## config.mk

```make
export PLATFORM = sky130hd
export DESIGN_NAME = date_add_subtract_days_top_flat
export DESIGN_NICKNAME = d
export VERILOG_FILES = /design/src/design/dasd_pkg.sv /design/src/design/dasd_in_if.sv /design/src/design/dasd_out_if.sv /design/src/design/date_add_subtract_days_top.sv /design/src/design/dasd_datapath.sv /design/src/design/dasd_ctrl.sv /design/src/flat_wrapper.sv
export SDC_FILE = /design/constraint.sdc
export NUM_CORES = 1
export LEC_CHECK = 0
export BUFFER_PORTS_ARGS = -buffer_cell sky130_fd_sc_hd__buf_4
export CELL_PAD_IN_SITES_DETAIL_PLACEMENT = 0
export CELL_PAD_IN_SITES_GLOBAL_PLACEMENT = 1
export CORE_MARGIN = 4
export CORE_UTILIZATION = 51
export CTS_CLUSTER_SIZE = 20
export DETAILED_ROUTE_END_ITERATION = 6
export PLACE_DENSITY_LB_ADDON = 0.05
export SLEW_MARGIN = 20
export SYNTH_ARGS = -nofsm -noshare
export SYNTH_HDL_FRONTEND = slang
export SYNTH_SLANG_ARGS = --single-unit
```

## constraint.sdc

```tcl
create_clock -name clk_i -period 16.8 [get_ports clk_i]
set_clock_uncertainty 0.2 [all_clocks]
set_input_delay 5.04 -clock clk_i [delete_from_list [all_inputs] [get_ports clk_i]]
set_output_delay 5.04 -clock clk_i [all_outputs]
set_load 0.005 [all_outputs]
```

## src/design/dasd_pkg.sv

```systemverilog
// ----------------------------------------------------------------------------
// dasd_pkg
// Shared types, constants and calendar helper functions for the date shifter.
// ----------------------------------------------------------------------------
`default_nettype none

package dasd_pkg;

  localparam logic [13:0] YEAR_CYCLE    = 14'd400;  // Gregorian cycle length
  localparam logic [2:0]  MOD_STEP_LAST = 3'd5;     // 400 << 5 still fits 14 bits
  localparam logic [8:0]  Y400_LAST     = 9'd399;
  localparam logic [8:0]  DAYS_YEAR     = 9'd365;
  localparam logic [8:0]  DAYS_LEAP     = 9'd366;
  localparam logic [3:0]  MONTH_FIRST   = 4'd1;
  localparam logic [3:0]  MONTH_FEB     = 4'd2;
  localparam logic [3:0]  MONTH_LAST    = 4'd12;
  localparam logic        OP_ADD        = 1'b0;
  localparam logic        OP_SUB        = 1'b1;

  // Controller -> datapath commands
  typedef struct packed {
    logic load;
    logic mod_step;
    logic check;
    logic year_step;
    logic month_step;
    logic out_load;
  } dasd_cmd_t;

  // Datapath -> controller status
  typedef struct packed {
    logic mod_last;
    logic date_ok;
    logic year_done;
    logic year_err;
    logic month_done;
    logic out_free;
  } dasd_status_t;

  // Leap year from the year's position within its 400-year cycle.
  function automatic logic leap_of(input logic [8:0] y400);
    logic by4;
    logic century;
    by4     = (y400[1:0] == 2'd0);
    century = (y400 == 9'd100) || (y400 == 9'd200) || (y400 == 9'd300);
    return by4 && !century;
  endfunction

  function automatic logic [4:0] month_len(input logic [3:0] m, input logic leap);
    logic [4:0] len;
    case (m)
      4'd4, 4'd6, 4'd9, 4'd11: len = 5'd30;
      4'd2:                    len = leap ? 5'd29 : 5'd28;
      default:                 len = 5'd31;
    endcase
    return len;
  endfunction

  // Days in the months before month m of a year.
  function automatic logic [8:0] days_before_month(input logic [3:0] m, input logic leap);
    logic [8:0] base;
    case (m)
      4'd2:    base = 9'd31;
      4'd3:    base = 9'd59;
      4'd4:    base = 9'd90;
      4'd5:    base = 9'd120;
      4'd6:    base = 9'd151;
      4'd7:    base = 9'd181;
      4'd8:    base = 9'd212;
      4'd9:    base = 9'd243;
      4'd10:   base = 9'd273;
      4'd11:   base = 9'd304;
      4'd12:   base = 9'd334;
      default: base = 9'd0;
    endcase
    if (leap && (m > MONTH_FEB)) begin
      base = base + 9'd1;
    end
    return base;
  endfunction

  // Subtrahend for one step of the year mod 400 reduction.
  function automatic logic [13:0] mod_step_val(input logic [2:0] k);
    return YEAR_CYCLE << k;
  endfunction

endpackage

`default_nettype wire

```

## src/design/dasd_in_if.sv

```systemverilog
// ----------------------------------------------------------------------------
// dasd_in_if
// Input channel: one date, a day count and an add/subtract opcode per item.
// ----------------------------------------------------------------------------
`default_nettype none

interface dasd_in_if;
  logic        valid;
  logic        ready;
  logic [4:0]  start_day;
  logic [3:0]  start_month;
  logic [13:0] start_year;
  logic [15:0] day_count;
  logic        opcode;

  modport source (
    output valid, start_day, start_month, start_year, day_count, opcode,
    input  ready
  );
  modport sink (
    input  valid, start_day, start_month, start_year, day_count, opcode,
    output ready
  );
endinterface

`default_nettype wire

```

## src/design/dasd_out_if.sv

```systemverilog
// ----------------------------------------------------------------------------
// dasd_out_if
// Output channel: one result item per input item.
// ----------------------------------------------------------------------------
`default_nettype none

interface dasd_out_if;
  logic        valid;
  logic        ready;
  logic        date_valid;
  logic        leap_year;
  logic [8:0]  day_of_year;
  logic [4:0]  result_day;
  logic [3:0]  result_month;
  logic [13:0] result_year;
  logic        range_error;

  modport source (
    output valid, date_valid, leap_year, day_of_year, result_day, result_month,
           result_year, range_error,
    input  ready
  );
  modport sink (
    input  valid, date_valid, leap_year, day_of_year, result_day, result_month,
           result_year, range_error,
    output ready
  );
endinterface

`default_nettype wire

```

## src/design/date_add_subtract_days_top.sv

```systemverilog
// ----------------------------------------------------------------------------
// date_add_subtract_days_top
// Gregorian date checker and day-count shifter.
// ----------------------------------------------------------------------------
// Each input item holds a day, month and year, a day count and an opcode
// (add or subtract). The block returns one result item: whether the date is
// a real Gregorian date in years 1..YEAR_MAX, the leap flag of the input
// year, the day of year, and the date moved by the low COUNT_BITS bits of
// the count. A move past 1 Jan of year 1 or 31 Dec of YEAR_MAX sets
// range_error and zeroes the result date; an invalid date zeroes everything
// but the leap flag. Items are handled one at a time: the block accepts the
// item, reduces the year mod 400, checks the date, then walks the years one
// boundary per step with one more step that settles the year, walks the
// months and loads the output register. An invalid date skips both walks,
// and the year-by-year walk makes the run time grow with the years crossed.
// The output register frees the input side as soon as a result is loaded,
// so the next item is worked on while the previous result waits.
// ----------------------------------------------------------------------------
`default_nettype none

module date_add_subtract_days_top #(
  parameter int YEAR_MAX   = 9999,
  parameter int COUNT_BITS = 16
) (
  input  wire logic  clk_i,
  input  wire logic  rst_ni,
  dasd_in_if.sink    in_i,
  dasd_out_if.source out_o
);

  dasd_pkg::dasd_cmd_t    cmd;     // sequencer -> datapath
  dasd_pkg::dasd_status_t status;  // datapath -> sequencer
  logic                   in_ready;

  assign in_i.ready = in_ready;

  dasd_ctrl u_ctrl (
    .clk_i      (clk_i),
    .rst_ni     (rst_ni),
    .in_valid_i (in_i.valid),
    .in_ready_o (in_ready),
    .status_i   (status),
    .cmd_o      (cmd)
  );

  dasd_datapath #(
    .YEAR_MAX   (YEAR_MAX),
    .COUNT_BITS (COUNT_BITS)
  ) u_datapath (
    .clk_i          (clk_i),
    .rst_ni         (rst_ni),
    .cmd_i          (cmd),
    .status_o       (status),
    .start_day_i    (in_i.start_day),
    .start_month_i  (in_i.start_month),
    .start_year_i   (in_i.start_year),
    .day_count_i    (in_i.day_count),
    .opcode_i       (in_i.opcode),
    .out_ready_i    (out_o.ready),
    .out_valid_o    (out_o.valid),
    .date_valid_o   (out_o.date_valid),
    .leap_year_o    (out_o.leap_year),
    .day_of_year_o  (out_o.day_of_year),
    .result_day_o   (out_o.result_day),
    .result_month_o (out_o.result_month),
    .result_year_o  (out_o.result_year),
    .range_error_o  (out_o.range_error)
  );

endmodule

`default_nettype wire

```

## src/design/dasd_datapath.sv

```systemverilog
// ----------------------------------------------------------------------------
// dasd_datapath
// Year reduction, date check, year-by-year and month-by-month carry walk,
// and the output register.
// ----------------------------------------------------------------------------
`default_nettype none

module dasd_datapath #(
  parameter int YEAR_MAX   = 9999,
  parameter int COUNT_BITS = 16
) (
  input  wire logic                  clk_i,
  input  wire logic                  rst_ni,
  input  wire dasd_pkg::dasd_cmd_t   cmd_i,
  output dasd_pkg::dasd_status_t     status_o,
  input  wire logic [4:0]            start_day_i,
  input  wire logic [3:0]            start_month_i,
  input  wire logic [13:0]           start_year_i,
  input  wire logic [15:0]           day_count_i,
  input  wire logic                  opcode_i,
  input  wire logic                  out_ready_i,
  output logic                       out_valid_o,
  output logic                       date_valid_o,
  output logic                       leap_year_o,
  output logic [8:0]                 day_of_year_o,
  output logic [4:0]                 result_day_o,
  output logic [3:0]                 result_month_o,
  output logic [13:0]                result_year_o,
  output logic                       range_error_o
);

  localparam int YW_NEED = $clog2(YEAR_MAX + 1);
  localparam int YW      = (YW_NEED > 14) ? YW_NEED : 14;
  localparam int CB      = COUNT_BITS;
  localparam int TW      = ((CB > 9) ? CB : 9) + 1;
  localparam logic [YW-1:0] YearMax = YW'(YEAR_MAX);
  localparam logic [YW-1:0] YearOne = YW'(1);

  // Latched item
  logic [4:0]    day_q;
  logic [3:0]    month_q;
  logic [13:0]   year_in_q;
  logic [CB-1:0] count_q;
  logic          sub_q;
  // Working state
  logic [13:0]   mod_q;
  logic [2:0]    step_q;
  logic [YW-1:0] year_q;
  logic [8:0]    y400_q;
  logic [TW-1:0] days_q;
  logic [CB-1:0] rem_q;
  logic          valid_q;
  logic          leap_q;
  logic [8:0]    doy_q;
  logic          err_q;
  // Output register
  logic          out_valid_q;
  logic          out_date_valid_q;
  logic          out_leap_q;
  logic [8:0]    out_doy_q;
  logic [4:0]    out_day_q;
  logic [3:0]    out_month_q;
  logic [13:0]   out_year_q;
  logic          out_err_q;

  logic [13:0]   mod_sub;
  logic          leap_in;
  logic [4:0]    mlen_in;
  logic          date_ok;
  logic [8:0]    doy_in;
  logic          leap_cur;
  logic [8:0]    year_len;
  logic [8:0]    y400_inc;
  logic [8:0]    y400_dec;
  logic [8:0]    prev_len;
  logic          add_fits;
  logic          sub_fits;
  logic          year_done;
  logic          year_err;
  logic [4:0]    mlen_cur;
  logic          month_done;
  logic          res_ok;

  always_comb begin
    mod_sub  = dasd_pkg::mod_step_val(step_q);
    leap_in  = dasd_pkg::leap_of(mod_q[8:0]);
    mlen_in  = dasd_pkg::month_len(month_q, leap_in);
    date_ok  = (YW'(year_in_q) >= YearOne) && (YW'(year_in_q) <= YearMax) &&
               (month_q >= dasd_pkg::MONTH_FIRST) && (month_q <= dasd_pkg::MONTH_LAST) &&
               (day_q != 5'd0) && (day_q <= mlen_in);
    doy_in   = dasd_pkg::days_before_month(month_q, leap_in) + 9'(day_q);

    leap_cur = dasd_pkg::leap_of(y400_q);
    year_len = leap_cur ? dasd_pkg::DAYS_LEAP : dasd_pkg::DAYS_YEAR;
    y400_inc = (y400_q == dasd_pkg::Y400_LAST) ? 9'd0 : y400_q + 9'd1;
    y400_dec = (y400_q == 9'd0) ? dasd_pkg::Y400_LAST : y400_q - 9'd1;
    prev_len = dasd_pkg::leap_of(y400_dec) ? dasd_pkg::DAYS_LEAP : dasd_pkg::DAYS_YEAR;

    add_fits  = (days_q <= TW'(year_len));
    sub_fits  = (TW'(rem_q) < days_q);
    year_done = (sub_q == dasd_pkg::OP_SUB) ? sub_fits : add_fits;
    year_err  = !year_done &&
                ((sub_q == dasd_pkg::OP_SUB) ? (year_q == YearOne) : (year_q == YearMax));

    mlen_cur   = dasd_pkg::month_len(month_q, leap_cur);
    month_done = (month_q == dasd_pkg::MONTH_LAST) || (days_q <= TW'(mlen_cur));

    res_ok = valid_q && !err_q;
  end

  assign status_o.mod_last   = (step_q == 3'd0);
  assign status_o.date_ok    = date_ok;
  assign status_o.year_done  = year_done;
  assign status_o.year_err   = year_err;
  assign status_o.month_done = month_done;
  assign status_o.out_free   = !out_valid_q || out_ready_i;

  always_ff @(posedge clk_i) begin
    if (cmd_i.load) begin
      day_q     <= start_day_i;
      month_q   <= start_month_i;
      year_in_q <= start_year_i;
      count_q   <= CB'(day_count_i);
      sub_q     <= opcode_i;
      mod_q     <= start_year_i;
      step_q    <= dasd_pkg::MOD_STEP_LAST;
    end
    if (cmd_i.mod_step) begin
      if (mod_q >= mod_sub) begin
        mod_q <= mod_q - mod_sub;
      end
      step_q <= step_q - 3'd1;
    end
    if (cmd_i.check) begin
      valid_q <= date_ok;
      leap_q  <= leap_in;
      doy_q   <= date_ok ? doy_in : 9'd0;
      err_q   <= 1'b0;
      year_q  <= YW'(year_in_q);
      y400_q  <= mod_q[8:0];
      rem_q   <= count_q;
      month_q <= dasd_pkg::MONTH_FIRST;
      days_q  <= (sub_q == dasd_pkg::OP_SUB) ? TW'(doy_in) : TW'(doy_in) + TW'(count_q);
    end
    if (cmd_i.year_step) begin
      if (year_done) begin
        if (sub_q == dasd_pkg::OP_SUB) begin
          days_q <= days_q - TW'(rem_q);
        end
      end else if (year_err) begin
        err_q <= 1'b1;
      end else if (sub_q == dasd_pkg::OP_SUB) begin
        // step back to Dec 31 of the previous year
        rem_q  <= rem_q - CB'(days_q);
        year_q <= year_q - YearOne;
        y400_q <= y400_dec;
        days_q <= TW'(prev_len);
      end else begin
        days_q <= days_q - TW'(year_len);
        year_q <= year_q + YearOne;
        y400_q <= y400_inc;
      end
    end
    if (cmd_i.month_step && !month_done) begin
      days_q  <= days_q - TW'(mlen_cur);
      month_q <= month_q + 4'd1;
    end
    if (cmd_i.out_load) begin
      out_date_valid_q <= valid_q;
      out_leap_q       <= leap_q;
      out_doy_q        <= doy_q;
      out_day_q        <= res_ok ? days_q[4:0] : 5'd0;
      out_month_q      <= res_ok ? month_q : 4'd0;
      out_year_q       <= res_ok ? year_q[13:0] : 14'd0;
      out_err_q        <= valid_q && err_q;
    end
  end

  always_ff @(posedge clk_i or negedge rst_ni) begin
    if (!rst_ni) begin
      out_valid_q <= 1'b0;
    end else if (cmd_i.out_load) begin
      out_valid_q <= 1'b1;
    end else if (out_ready_i) begin
      out_valid_q <= 1'b0;
    end
  end

  assign out_valid_o    = out_valid_q;
  assign date_valid_o   = out_date_valid_q;
  assign leap_year_o    = out_leap_q;
  assign day_of_year_o  = out_doy_q;
  assign result_day_o   = out_day_q;
  assign result_month_o = out_month_q;
  assign result_year_o  = out_year_q;
  assign range_error_o  = out_err_q;

  // Year walk stays inside the legal year range.
  a_year_in_range: assert property (@(posedge clk_i) disable iff (!rst_ni)
    cmd_i.year_step |-> (year_q >= YearOne) && (year_q <= YearMax) &&
                        (y400_q <= dasd_pkg::Y400_LAST))
    else $error("year walk left the legal range");

  // Month walk only sees real months.
  a_month_legal: assert property (@(posedge clk_i) disable iff (!rst_ni)
    cmd_i.month_step |-> (month_q >= dasd_pkg::MONTH_FIRST) &&
                         (month_q <= dasd_pkg::MONTH_LAST))
    else $error("month walk out of range");

  // A range error only follows a valid date and carries a zero date.
  a_err_fields: assert property (@(posedge clk_i) disable iff (!rst_ni)
    (out_valid_q && out_err_q) |-> out_date_valid_q && (out_day_q == 5'd0) &&
                                   (out_month_q == 4'd0) && (out_year_q == 14'd0))
    else $error("range error with inconsistent result fields");

endmodule

`default_nettype wire

```

## src/design/dasd_ctrl.sv

```systemverilog
// ----------------------------------------------------------------------------
// dasd_ctrl
// Sequencer: accept, reduce year, check date, walk years, walk months, emit.
// ----------------------------------------------------------------------------
`default_nettype none

module dasd_ctrl (
  input  wire logic                   clk_i,
  input  wire logic                   rst_ni,
  input  wire logic                   in_valid_i,
  output logic                        in_ready_o,
  input  wire dasd_pkg::dasd_status_t status_i,
  output dasd_pkg::dasd_cmd_t         cmd_o
);

  typedef enum logic [5:0] {
    S_IDLE  = 6'b000001,
    S_MOD   = 6'b000010,
    S_CHECK = 6'b000100,
    S_YEAR  = 6'b001000,
    S_MONTH = 6'b010000,
    S_DONE  = 6'b100000
  } state_e;

  state_e state_q;
  state_e state_d;
  logic   accept;

  assign in_ready_o = (state_q == S_IDLE);
  assign accept     = in_valid_i && in_ready_o;

  always_comb begin
    state_d = state_q;
    cmd_o   = '0;
    case (state_q)
      S_IDLE: begin
        if (accept) begin
          cmd_o.load = 1'b1;
          state_d    = S_MOD;
        end
      end
      S_MOD: begin
        cmd_o.mod_step = 1'b1;
        if (status_i.mod_last) begin
          state_d = S_CHECK;
        end
      end
      S_CHECK: begin
        cmd_o.check = 1'b1;
        state_d     = status_i.date_ok ? S_YEAR : S_DONE;
      end
      S_YEAR: begin
        cmd_o.year_step = 1'b1;
        if (status_i.year_done) begin
          state_d = S_MONTH;
        end else if (status_i.year_err) begin
          state_d = S_DONE;
        end
      end
      S_MONTH: begin
        cmd_o.month_step = 1'b1;
        if (status_i.month_done) begin
          state_d = S_DONE;
        end
      end
      S_DONE: begin
        if (status_i.out_free) begin
          cmd_o.out_load = 1'b1;
          state_d        = S_IDLE;
        end
      end
      default: begin
        state_d = S_IDLE;
      end
    endcase
  end

  always_ff @(posedge clk_i or negedge rst_ni) begin
    if (!rst_ni) begin
      state_q <= S_IDLE;
    end else begin
      state_q <= state_d;
    end
  end

  // An accepted item always starts the year reduction.
  a_accept_starts: assert property (@(posedge clk_i) disable iff (!rst_ni)
    accept |=> (state_q == S_MOD))
    else $error("accepted item did not start processing");

  // A finished result waits while the output register is still occupied.
  a_done_holds: assert property (@(posedge clk_i) disable iff (!rst_ni)
    ((state_q == S_DONE) && !status_i.out_free) |=> (state_q == S_DONE))
    else $error("result dropped while output busy");

endmodule

`default_nettype wire

```

## src/flat_wrapper.sv

```systemverilog
// flat-port wrapper written by rule: the top's interface ports become plain ports
module date_add_subtract_days_top_flat 
#(
  parameter int YEAR_MAX   = 9999,
  parameter int COUNT_BITS = 16
)
  (clk_i, rst_ni, in_i_valid, in_i_start_day, in_i_start_month, in_i_start_year, in_i_day_count, in_i_opcode, in_i_ready, out_o_valid, out_o_date_valid, out_o_leap_year, out_o_day_of_year, out_o_result_day, out_o_result_month, out_o_result_year, out_o_range_error, out_o_ready);
  dasd_in_if in_i_i ();
  dasd_out_if out_o_i ();
  input  wire logic clk_i;
  input  wire logic rst_ni;
  input wire logic [$bits(in_i_i.valid)-1:0] in_i_valid;
  input wire logic [$bits(in_i_i.start_day)-1:0] in_i_start_day;
  input wire logic [$bits(in_i_i.start_month)-1:0] in_i_start_month;
  input wire logic [$bits(in_i_i.start_year)-1:0] in_i_start_year;
  input wire logic [$bits(in_i_i.day_count)-1:0] in_i_day_count;
  input wire logic [$bits(in_i_i.opcode)-1:0] in_i_opcode;
  output wire logic [$bits(in_i_i.ready)-1:0] in_i_ready;
  output wire logic [$bits(out_o_i.valid)-1:0] out_o_valid;
  output wire logic [$bits(out_o_i.date_valid)-1:0] out_o_date_valid;
  output wire logic [$bits(out_o_i.leap_year)-1:0] out_o_leap_year;
  output wire logic [$bits(out_o_i.day_of_year)-1:0] out_o_day_of_year;
  output wire logic [$bits(out_o_i.result_day)-1:0] out_o_result_day;
  output wire logic [$bits(out_o_i.result_month)-1:0] out_o_result_month;
  output wire logic [$bits(out_o_i.result_year)-1:0] out_o_result_year;
  output wire logic [$bits(out_o_i.range_error)-1:0] out_o_range_error;
  input wire logic [$bits(out_o_i.ready)-1:0] out_o_ready;
  assign in_i_i.valid = in_i_valid;
  assign in_i_i.start_day = in_i_start_day;
  assign in_i_i.start_month = in_i_start_month;
  assign in_i_i.start_year = in_i_start_year;
  assign in_i_i.day_count = in_i_day_count;
  assign in_i_i.opcode = in_i_opcode;
  assign in_i_ready = in_i_i.ready;
  assign out_o_valid = out_o_i.valid;
  assign out_o_date_valid = out_o_i.date_valid;
  assign out_o_leap_year = out_o_i.leap_year;
  assign out_o_day_of_year = out_o_i.day_of_year;
  assign out_o_result_day = out_o_i.result_day;
  assign out_o_result_month = out_o_i.result_month;
  assign out_o_result_year = out_o_i.result_year;
  assign out_o_range_error = out_o_i.range_error;
  assign out_o_i.ready = out_o_ready;
  date_add_subtract_days_top #(.YEAR_MAX(YEAR_MAX), .COUNT_BITS(COUNT_BITS)) u_core (.clk_i(clk_i), .rst_ni(rst_ni), .in_i(in_i_i), .out_o(out_o_i));
endmodule
```

# [Yosys cells after proc, flatten, opt, wreduce, memory -nomap -nowiden]
# Memories as Yosys holds them, arrays and structs flattened. A register that Yosys moved wholly into a read port is not among the register bits.
# Cells that the tools add are included.
[op_classes] add_sub_neg=14 n_mul=0 div_mod_pow=0 order_cmp=10 n_eq_ne=29 shift=1 muxes=65 bitwise=0 n_reduce_logical=40
[ops] op="$mux W17" count=8
[ops] op="$mux W14" count=8
[ops] op="$mux W16" count=5
[ops] op="$mux W9" count=8
[ops] op="$mux W6" count=7
[ops] op="$eq A9 B9 Y1 const B" count=4
[ops] op="$pmux W6 S6" count=1
[ops] op="$eq A9 B7 Y1 const B" count=3
[ops] op="$eq A9 B8 Y1 const B" count=3
[ops] op="$add A9 B1 Y9 const B" count=2
[ops] op="$mux W1" count=18
[ops] op="$add A9 B16 Y17" count=1
[ops] op="$le A17 B5 Y1" count=1
[ops] op="$le A17 B9 Y1" count=1
[ops] op="$lt A16 B17 Y1" count=1
[ops] op="$sub A17 B16 Y17" count=1
[ops] op="$sub A17 B5 Y17" count=1
[ops] op="$sub A17 B9 Y17" count=1
[ops] op="$mux W4" count=4
[ops] op="$sub A16 B16 Y16" count=1
[ops] op="$add A14 B1 Y14 const B" count=1
[ops] op="$eq A14 B1 Y1 const B" count=1
[ops] op="$eq A14 B14 Y1 const B" count=1
[ops] op="$ge A14 B1 Y1 const B" count=1
[ops] op="39 further kinds" count=76
[word_totals] register_bits=167 latchBits=0 ram_bits=0 romBits=144 out_inout_bits=37 wordCells=184 memories=1
[memory_table] memory="(name not given)" words=16 word_bits=9 rd=1 rd_ports_with_merged_regs=1 write_ports=0 line="dasd_pkg.sv:62" rtl="case (m)"

# [Longest topological paths before layout]
# Gate-level depths: netlist of run 1.
[depth] word_depth=15 mapped_depth=22

# [Cells and area by module]
# Synthesis of run 1 repeated with hierarchy kept, for this count alone.
[unflattened] cells_unflattened=1424 hier_area_um2=12674.7
[by_module_without_submodules] mod="dasd_datapath" instances=1 cells_per_inst=1375 area_each_um2=12216.7
[by_module_without_submodules] mod="dasd_ctrl" instances=1 cells_per_inst=49 area_each_um2=457.9

# [Least setup slack after synthesis of run 1]
# OpenSTA, ideal clock, no wires.
[synth_timing] path_type="input -> register" from="input port out_o_ready" to="register u_core.u_datapath.out_date_valid_q, in the netlist u_core.u_datapath.date_valid_o (enable)" setup_ps=431 arrival_time_ps=6784 required_ps=16169 slack_ps=9385 path_stages=2 n_path_buf=0 path_cell_list="nand2b_1 -> nor2b_1"
[synth_lines] element="start: declaration" line="flat_wrapper.sv:27" rtl="input wire logic [$bits(out_o_i.ready)-1:0] out_o_ready;"
[synth_lines] element="end signal: assignment" line="dasd_datapath.sv:169" rtl="out_date_valid_q <= valid_q;"
[synth_lines] element="end: declaration" line="dasd_datapath.sv:58" rtl="logic out_date_valid_q;"

==> results of run 1 <==
## layout make-up
class	instances	share of cell area, %
Clock buffer	17	3.05
Timing Repair Buffer	96	5.31
Multi-Input combinational cell	1116	53.4
Sequential cell	176	32.1
Clock inverter	15	1.06
Inverter	78	2.12
Tap cell	324	2.91
## flip-flops by register name, indices dropped and copies added (netlist names), 3 cells and up, named ones only
signal	cells
u_core.u_datapath.result_year_o	14
u_core.u_datapath.result_day_o	5
u_core.u_datapath.day_q	5
u_core.u_datapath.step_q	3
u_core.u_datapath.days_q	17
u_core.u_datapath.doy_q	9
u_core.u_datapath.month_q	4
u_core.u_datapath.year_in_q	14
u_core.u_datapath.mod_q	14
u_core.u_datapath.count_q	16
u_core.u_datapath.year_q	14
u_core.u_datapath.result_month_o	4
u_core.u_datapath.y400_q	9
u_core.u_datapath.rem_q	16
u_core.u_datapath.day_of_year_o	9
u_core.u_ctrl.state_q	6
## report_power, final
group,switching (mW),internal (mW)
clock network,0.195,0.196
logic,1.04,0.748
registers,0.195,0.611
## path summary, 6_finish.rpt
path,start,to,depth (start not counted)
setup reg to reg,u_core.u_datapath.mod_q[1],u_core.u_datapath.days_q[11],20
max in group asynchronous,rst_ni,u_core.u_ctrl.state_q[0],1
hold reg to reg,u_core.u_datapath.doy_q[0],u_core.u_datapath.day_of_year_o[0],0
hold / removal,u_core.u_datapath.doy_q[0],u_core.u_datapath.day_of_year_o[0],0
min in group asynchronous,rst_ni,u_core.u_datapath.out_valid_o,1
setup / recovery,in_i_valid,register,9
## logic make-up (layout without fill, tap and decap cells)
family	count (synthesis)	count (layout)	synth area share, %
DFF	176	176	35.8
and+or+nand+nor	512	512	20.1
muxes	18	18	1.48
xor gates and xnor gates	87	87	6.08
adders and majority gates	94	94	9.75
AOI/OAI and AO/OA	405	405	22.0
buffers and inverters	157	206	4.85
## metal layers
| metal | global-route usage [%] | vias up | routed length (um) |
|---|---|---|---|
| met2 | 40.1 | 443 | 15400 |
| li1 | - | 5376 | - |
| met3 | 5.24 | 61 | 2910 |
| met1 | 40.2 | 5204 | 17200 |
| met5 | 0 | - | 13 |
| met4 | 7.98 | 2 | 964 |
## critical path, cell delays in order
cell     delay [ns]
buf_4          0.09
nand3_1        0.51
inv_2          0.46
mux2i_1        0.12
o21ai_1        0.43
inv_1          0.25
ha_1           0.33
a21oi_1        0.15
a21oi_1        0.08
## placed cells by master (no fill, tap or decap), drive strengths merged, types with 9 or more instances in the layout
cell and n:
a21oi 75, nand2b 15, o21ai 89, and3 10, and2 37, ha 88
xor2 22, or3 10, nor2 106, o21a 27, inv 83, dfxtp 77
nand4 14, xnor2 65, edfxtp 92, o31ai 13, mux2i 14, or4 12
nand2 167, nor4 17, nor3 32, buf 96, clkbuf 17, a31oi 29
a211oi 18, a21o 16, o211ai 9, o22ai 21, nor2b 10, nand3 48
## stage by stage
step | worst slack (ns) | area [um2] | util, % | power, mW | hold slack, ns
2_1_floorplan | 9.38 | 12500 | - | 2.13 | 0.200
3_3_place_gp | 9.05 | 13300 | 55.0 | 2.55 | 0.202
3_5_place_dp | 8.94 | 13300 | 55.0 | 2.57 | 0.205
4_1_cts | 9.40 | 13900 | 57.4 | 2.97 | 0.218
5_1_grt | 9.19 | 13900 | 57.5 | 3.24 | 0.219
6_report | 9.44 | 13900 | 57.5 | 2.98 | 0.219
==> flow_metrics.env, run 1 <==
export IMPL_status="completed"
export IMPL_min_path_type="register to register"
export IMPL_rrSetupSlack_ns=10.22
export IMPL_ant_nets=0
export IMPL_track_usage_pct=27.1
export IMPL_grt_max_degree=61
export IMPL_ys_ff_latch=176
export IMPL_dieArea_um2=27100
export IMPL_rows=57
export IMPL_hold_viol=0
export IMPL_clkTransAtPathRegs_ns=0.08
export IMPL_synth_edf_count=92
export IMPL_htreeDepth=4
export IMPL_path_class="primary input to register"
export IMPL_clk_latency_ns=0.45
export IMPL_synth_area_top_cells="edfxtp_1, dfxtp_1, ha_1"
export IMPL_grt_pass1_wl_mm=57.2
export IMPL_ys_types=85
export IMPL_required_ns=16.91
export IMPL_yosys_area_top_type="edfxtp_1"
export IMPL_cts_hold_buf=0
export IMPL_clockBufferDepth=2
export IMPL_vias_per_cell=6.08
export IMPL_seq_area_um2=4480
export IMPL_cts_tree="built"
export IMPL_critPathCaptureType="register"
export IMPL_ys_warn_count=0
export IMPL_tns_ns=0
export IMPL_synthArstFlopShare_pct=3.98
export IMPL_layout_min_cycle_time_ns=7.36
export IMPL_dp_cells=1789
export IMPL_overflow=0
export IMPL_hpwlAfterDp_mm=27.3
export IMPL_nFillCells=2235
export IMPL_fmax_mhz=136
export IMPL_die_w_um=165
export IMPL_post_cts_resized=0
export IMPL_synth_most_common_cell="nand2_1"
export IMPL_synth_commonest_cells="nand2_1, nor2_1, edfxtp_1"
export IMPL_setup_viol=0
export IMPL_wl_per_cell_um=20.1
export IMPL_dr_total_vias=11100
export IMPL_syn_area_um2=12500
export IMPL_clock_sinks=176
export IMPL_synth_top_flop_cell="edfxtp_1"
export IMPL_peakVddDrop_mv=0.0811
export IMPL_path_max_fanout=16
export IMPL_routabilityCongestion=0.918
export IMPL_grt_pass1_vias=10100
export IMPL_leakage_nw=5.59
export IMPL_syn2layout_area_growth_pct=11.3
export IMPL_cts_buffers=17
export IMPL_p_per_area_nw_per_um2=214
export IMPL_diodes=0
export IMPL_finalNonFillerCells=1822
export IMPL_worstMarginPinSlew_ns=1.18
export IMPL_drv_cap=0
export IMPL_dr_pass1_iters=5
export IMPL_multiInputGateArea_um2=7450
export IMPL_drive_above_1_share_pct=11.1
export IMPL_min_period_over_period_pct=43.8
export IMPL_drc=0
export IMPL_drt_iter0_markers=1122
export IMPL_antenna_found_initial=1
export IMPL_startpoint_type="primary input"
export IMPL_slew_headroom_pct=20.8
export IMPL_avgSynthCellArea_um2=8.65
export IMPL_rsz0062_at_grt="no"
export IMPL_yosysSeqAreaShare_pct=35.8
export IMPL_routed_wirelength_mm=36.6
export IMPL_arrival_ns=7.47
export IMPL_syn_instance_count=1449
export IMPL_fin_nets=1623
export IMPL_die_h_um=165
export IMPL_post_cts_setup_buffer_count=0
export IMPL_synth_net_count=1587
export IMPL_core_area_um2=24200
export IMPL_portBuffers=80
export IMPL_synth_top_cell_area_share_pct=22.0
export IMPL_start_util_pct=51.7
export IMPL_final_max_slew_viol_count=0
export IMPL_io_pins=81
export IMPL_root_buffer="clkbuf_16"
No activity file was read; power rests on OpenSTA's default activity.
==> run 2, diff against run 1 <==
- ABC_AREA: not set -> 1
- CORE_UTILIZATION: 51 -> 41
- clock period: 16.8 -> 6 ns (I/O delays scaled with it)
==> flow_metrics.env, run 2 <==
export IMPL_status="completed"
export IMPL_diodes=0
export IMPL_syn_instance_count=1792
export IMPL_arrival_ns=5.52
export IMPL_r2r_start="u_core.u_datapath.mod_q[4]"
export IMPL_synth_edf_count=92
export IMPL_track_usage_pct=24.8
export IMPL_dr_total_vias=12100
export IMPL_critPathBufInv=3
export IMPL_critPathCapture="u_core.u_datapath.days_q[13]"
export IMPL_hold_viol=0
export IMPL_p_switching_mw=3.90
export IMPL_leakage_nw=6.84
export IMPL_grt_pass1_vias=11800
export IMPL_dp_slack_ns=0.743
export IMPL_clkTransAtPathRegs_ns=0.07
export IMPL_final_common_cell="nand2_1"
export IMPL_rr_endpoint="u_core.u_datapath.days_q[13]"
export IMPL_synth_area_top_cells="edfxtp_1, dfxtp_1, nand2_1"
export IMPL_synth_net_count=1930
export IMPL_pwr_share_clk_pct=15.8
export IMPL_syn_area_um2=13000
export IMPL_ant_nets=0
export IMPL_worstMarginPinSlew_ns=1.09
export IMPL_yosys_area_top_type="edfxtp_1"
export IMPL_startpoint_type="register"
export IMPL_clock_sinks=176
export IMPL_ys_warn_count=0
export IMPL_syn2layout_area_growth_pct=12.0
export IMPL_fmax_mhz=188
export IMPL_rows=64
export IMPL_path_depth=32
export IMPL_critPathCaptureType="register"
export IMPL_post_cts_setup_buffer_count=0
export IMPL_htreeDepth=4
export IMPL_grt_max_degree=85
export IMPL_tns_ns=0
export IMPL_synth_top_flop_cell="edfxtp_1"
export IMPL_hp_start="u_core.u_datapath.leap_q"
export IMPL_antenna_found_initial=0
export IMPL_final_max_slew_viol_count=0
export IMPL_required_ns=6.19
export IMPL_crit_top_cell="nand2_1"
export IMPL_rrSetupSlack_ns=0.67
export IMPL_routed_wirelength_mm=42.1
export IMPL_ys_types=67
export IMPL_largest_register_ffs=17
export IMPL_clockBufferDepth=2
export IMPL_dieArea_um2=34600
export IMPL_path_max_fanout=9
export IMPL_drv_cap=0
export IMPL_startpoint="u_core.u_datapath.mod_q[4]"
export IMPL_die_w_um=186
export IMPL_p_seq_share_pct=26.5
export IMPL_overflow=0
export IMPL_slew_headroom_pct=27.4
export IMPL_dr_pass1_iters=5
export IMPL_avgSynthCellArea_um2=7.25
export IMPL_drt_iter0_markers=850
export IMPL_swShare_pct=50.0
export IMPL_clk_latency_ns=0.47
export IMPL_min_path_type="register to register"
export IMPL_cp_top_family="simple AND/OR/NAND/NOR gates"
export IMPL_peakVddDrop_mv=0.267
export IMPL_layout_min_cycle_time_ns=5.33
export IMPL_root_buffer="clkbuf_16"
export IMPL_power_internal_mw=3.90
export IMPL_grt_pass1_wl_mm=66.2
export IMPL_routabilityCongestion=0.900
export IMPL_yosysSeqAreaShare_pct=34.5
export IMPL_r2r_cells=32
export IMPL_synthArstFlopShare_pct=3.98
export IMPL_cts_hold_buf=0
export IMPL_cts_buffers=17
export IMPL_core_area_um2=30900
export IMPL_setup_ws_ns=0.670
export IMPL_combPwrFrac_pct=57.7
export IMPL_synth_most_common_cell="nand2_1"
export IMPL_synth_top_cell_area_share_pct=21.3
export IMPL_cts_tree="built"
export IMPL_wl_per_cell_um=18.7
export IMPL_reg_top3="u_core.u_datapath.days_q (17), u_core.u_datapath.count_q (16), u_core.u_datapath.rem_q (16)"
export IMPL_post_cts_resized=0
export IMPL_synth_commonest_cells="nand2_1, inv_1, nor2_1"
export IMPL_setup_viol=0
export IMPL_start_util_pct=42.0
export IMPL_fin_nets=1982
export IMPL_slowest_delay_ns=0.49
export IMPL_hpwlAfterDp_mm=31.9
export IMPL_p_per_area_nw_per_um2=536
export IMPL_ys_ff_latch=176
export IMPL_rsz0062_at_grt="no"
export IMPL_portBuffers=80
export IMPL_vias_per_cell=5.36
export IMPL_path_class="register to register"
export IMPL_cp_slowest_cell="nor2_1"
export IMPL_nFillCells=3201
export IMPL_final_util_pct=47.1
export IMPL_die_h_um=186
export IMPL_mostFrequentLayoutCells="nand2_1, inv_1, nor2_1, o21ai_0, a21oi_1"
export IMPL_largest_register="u_core.u_datapath.days_q"
export IMPL_min_period_over_period_pct=88.8
export IMPL_drive_above_1_share_pct=9.32
export IMPL_drc=0
export IMPL_io_pins=81
-- run 2: cell count changes in the layout (fill, tap and decap cells not counted), moves of 35 or more --
cell	change
nand3_1	+54
o21ai_0	+72
inv_1	+152
nor2_1	+69
nand2_1	+236
and2_1	-35
xnor2_1	-59
xor2_1	+40
-- run 2: worst min-delay path by stage --
stage	slack [ns]	cells past startpoint	endpoint
after global routing	0.23	0	u_core.u_datapath.leap_year_o
final	0.22	0	u_core.u_datapath.leap_year_o
after detailed placement	0.21	0	u_core.u_datapath.leap_year_o
after floorplan	0.20	0	u_core.u_datapath.day_of_year_o[0]
after CTS	0.22	0	u_core.u_datapath.leap_year_o
after global placement	0.21	0	u_core.u_datapath.leap_year_o
-- run 2: logic make-up after synthesis --
kind of cell               count (synthesis)  share of synthesized area (%)
AOI/OAI and AO/OA                        373                           16.1
xor gates and xnor gates                  68                           4.58
adders and majority gates                 94                           9.40
buffers and inverters                    302                           9.23
DFF                                      176                           34.5
muxes                                      4                          0.308
and+or+nand+nor                          775                           25.9
-- run 2: final cells by class --
| cell class | count | area, um2 | share of cell area (%) |
|---|---|---|---|
| clock buffers | 20 | 447 | 3.07 |
| clock inverters | 12 | 179 | 1.23 |
| inverters | 244 | 918 | 6.31 |
| multi-input cells | 1314 | 7330 | 50.4 |
| flip-flops and latches | 176 | 4480 | 30.8 |
| well taps | 396 | 495 | 3.40 |
| repair buffers | 91 | 703 | 4.83 |
-- run 2: worst register-to-register path: cells and delay by family (launching register included) --
family / cells / cell delay (ns)
XOR/XNOR: 1 / 0.13
flip-flops: 1 / 0.39
AO/OA/AOI/OAI: 5 / 1.03
buffers and inverters: 3 / 0.22
adder cells (fa/ha/maj): 2 / 0.69
AND/OR/NAND/NOR: 21 / 2.61
-- run 2: per-stage QoR --
stage | cell area (um2) | total power [mW] | cells | hold WS [ns]
global route | 14600 | 8.53 | 2253 | 0.232
detailed placement | 13900 | 6.53 | 2220 | 0.207
global placement | 13900 | 6.54 | 2220 | 0.205
CTS | 14500 | 7.80 | 2252 | 0.225
finish | 14600 | 7.80 | 2253 | 0.224
floorplan | 13000 | 5.27 | 1792 | 0.200
-- run 2: per-layer routing --
layer / global-route usage (%) / up-vias / routed length [um]
li1: - / 6078 / -
met1: 34.5 / 5652 / 20100
met2: 40.7 / 311 / 19400
met3: 3.91 / 46 / 2030
met5: 0 / - / 0
met4: 6.21 / 0 / 675
-- run 2: power groups by stage --
| stage | Combinational (mW) | Sequential (mW) | Clock, mW |
|---|---|---|---|
| floorplan | 3.36 | 1.91 | 0 |
| global placement | 4.44 | 2.10 | 0 |
| detailed placement | 4.43 | 2.09 | 0 |
| CTS | 4.47 | 2.07 | 1.26 |
| global route | 5.11 | 2.12 | 1.30 |
| finish | 4.50 | 2.07 | 1.23 |
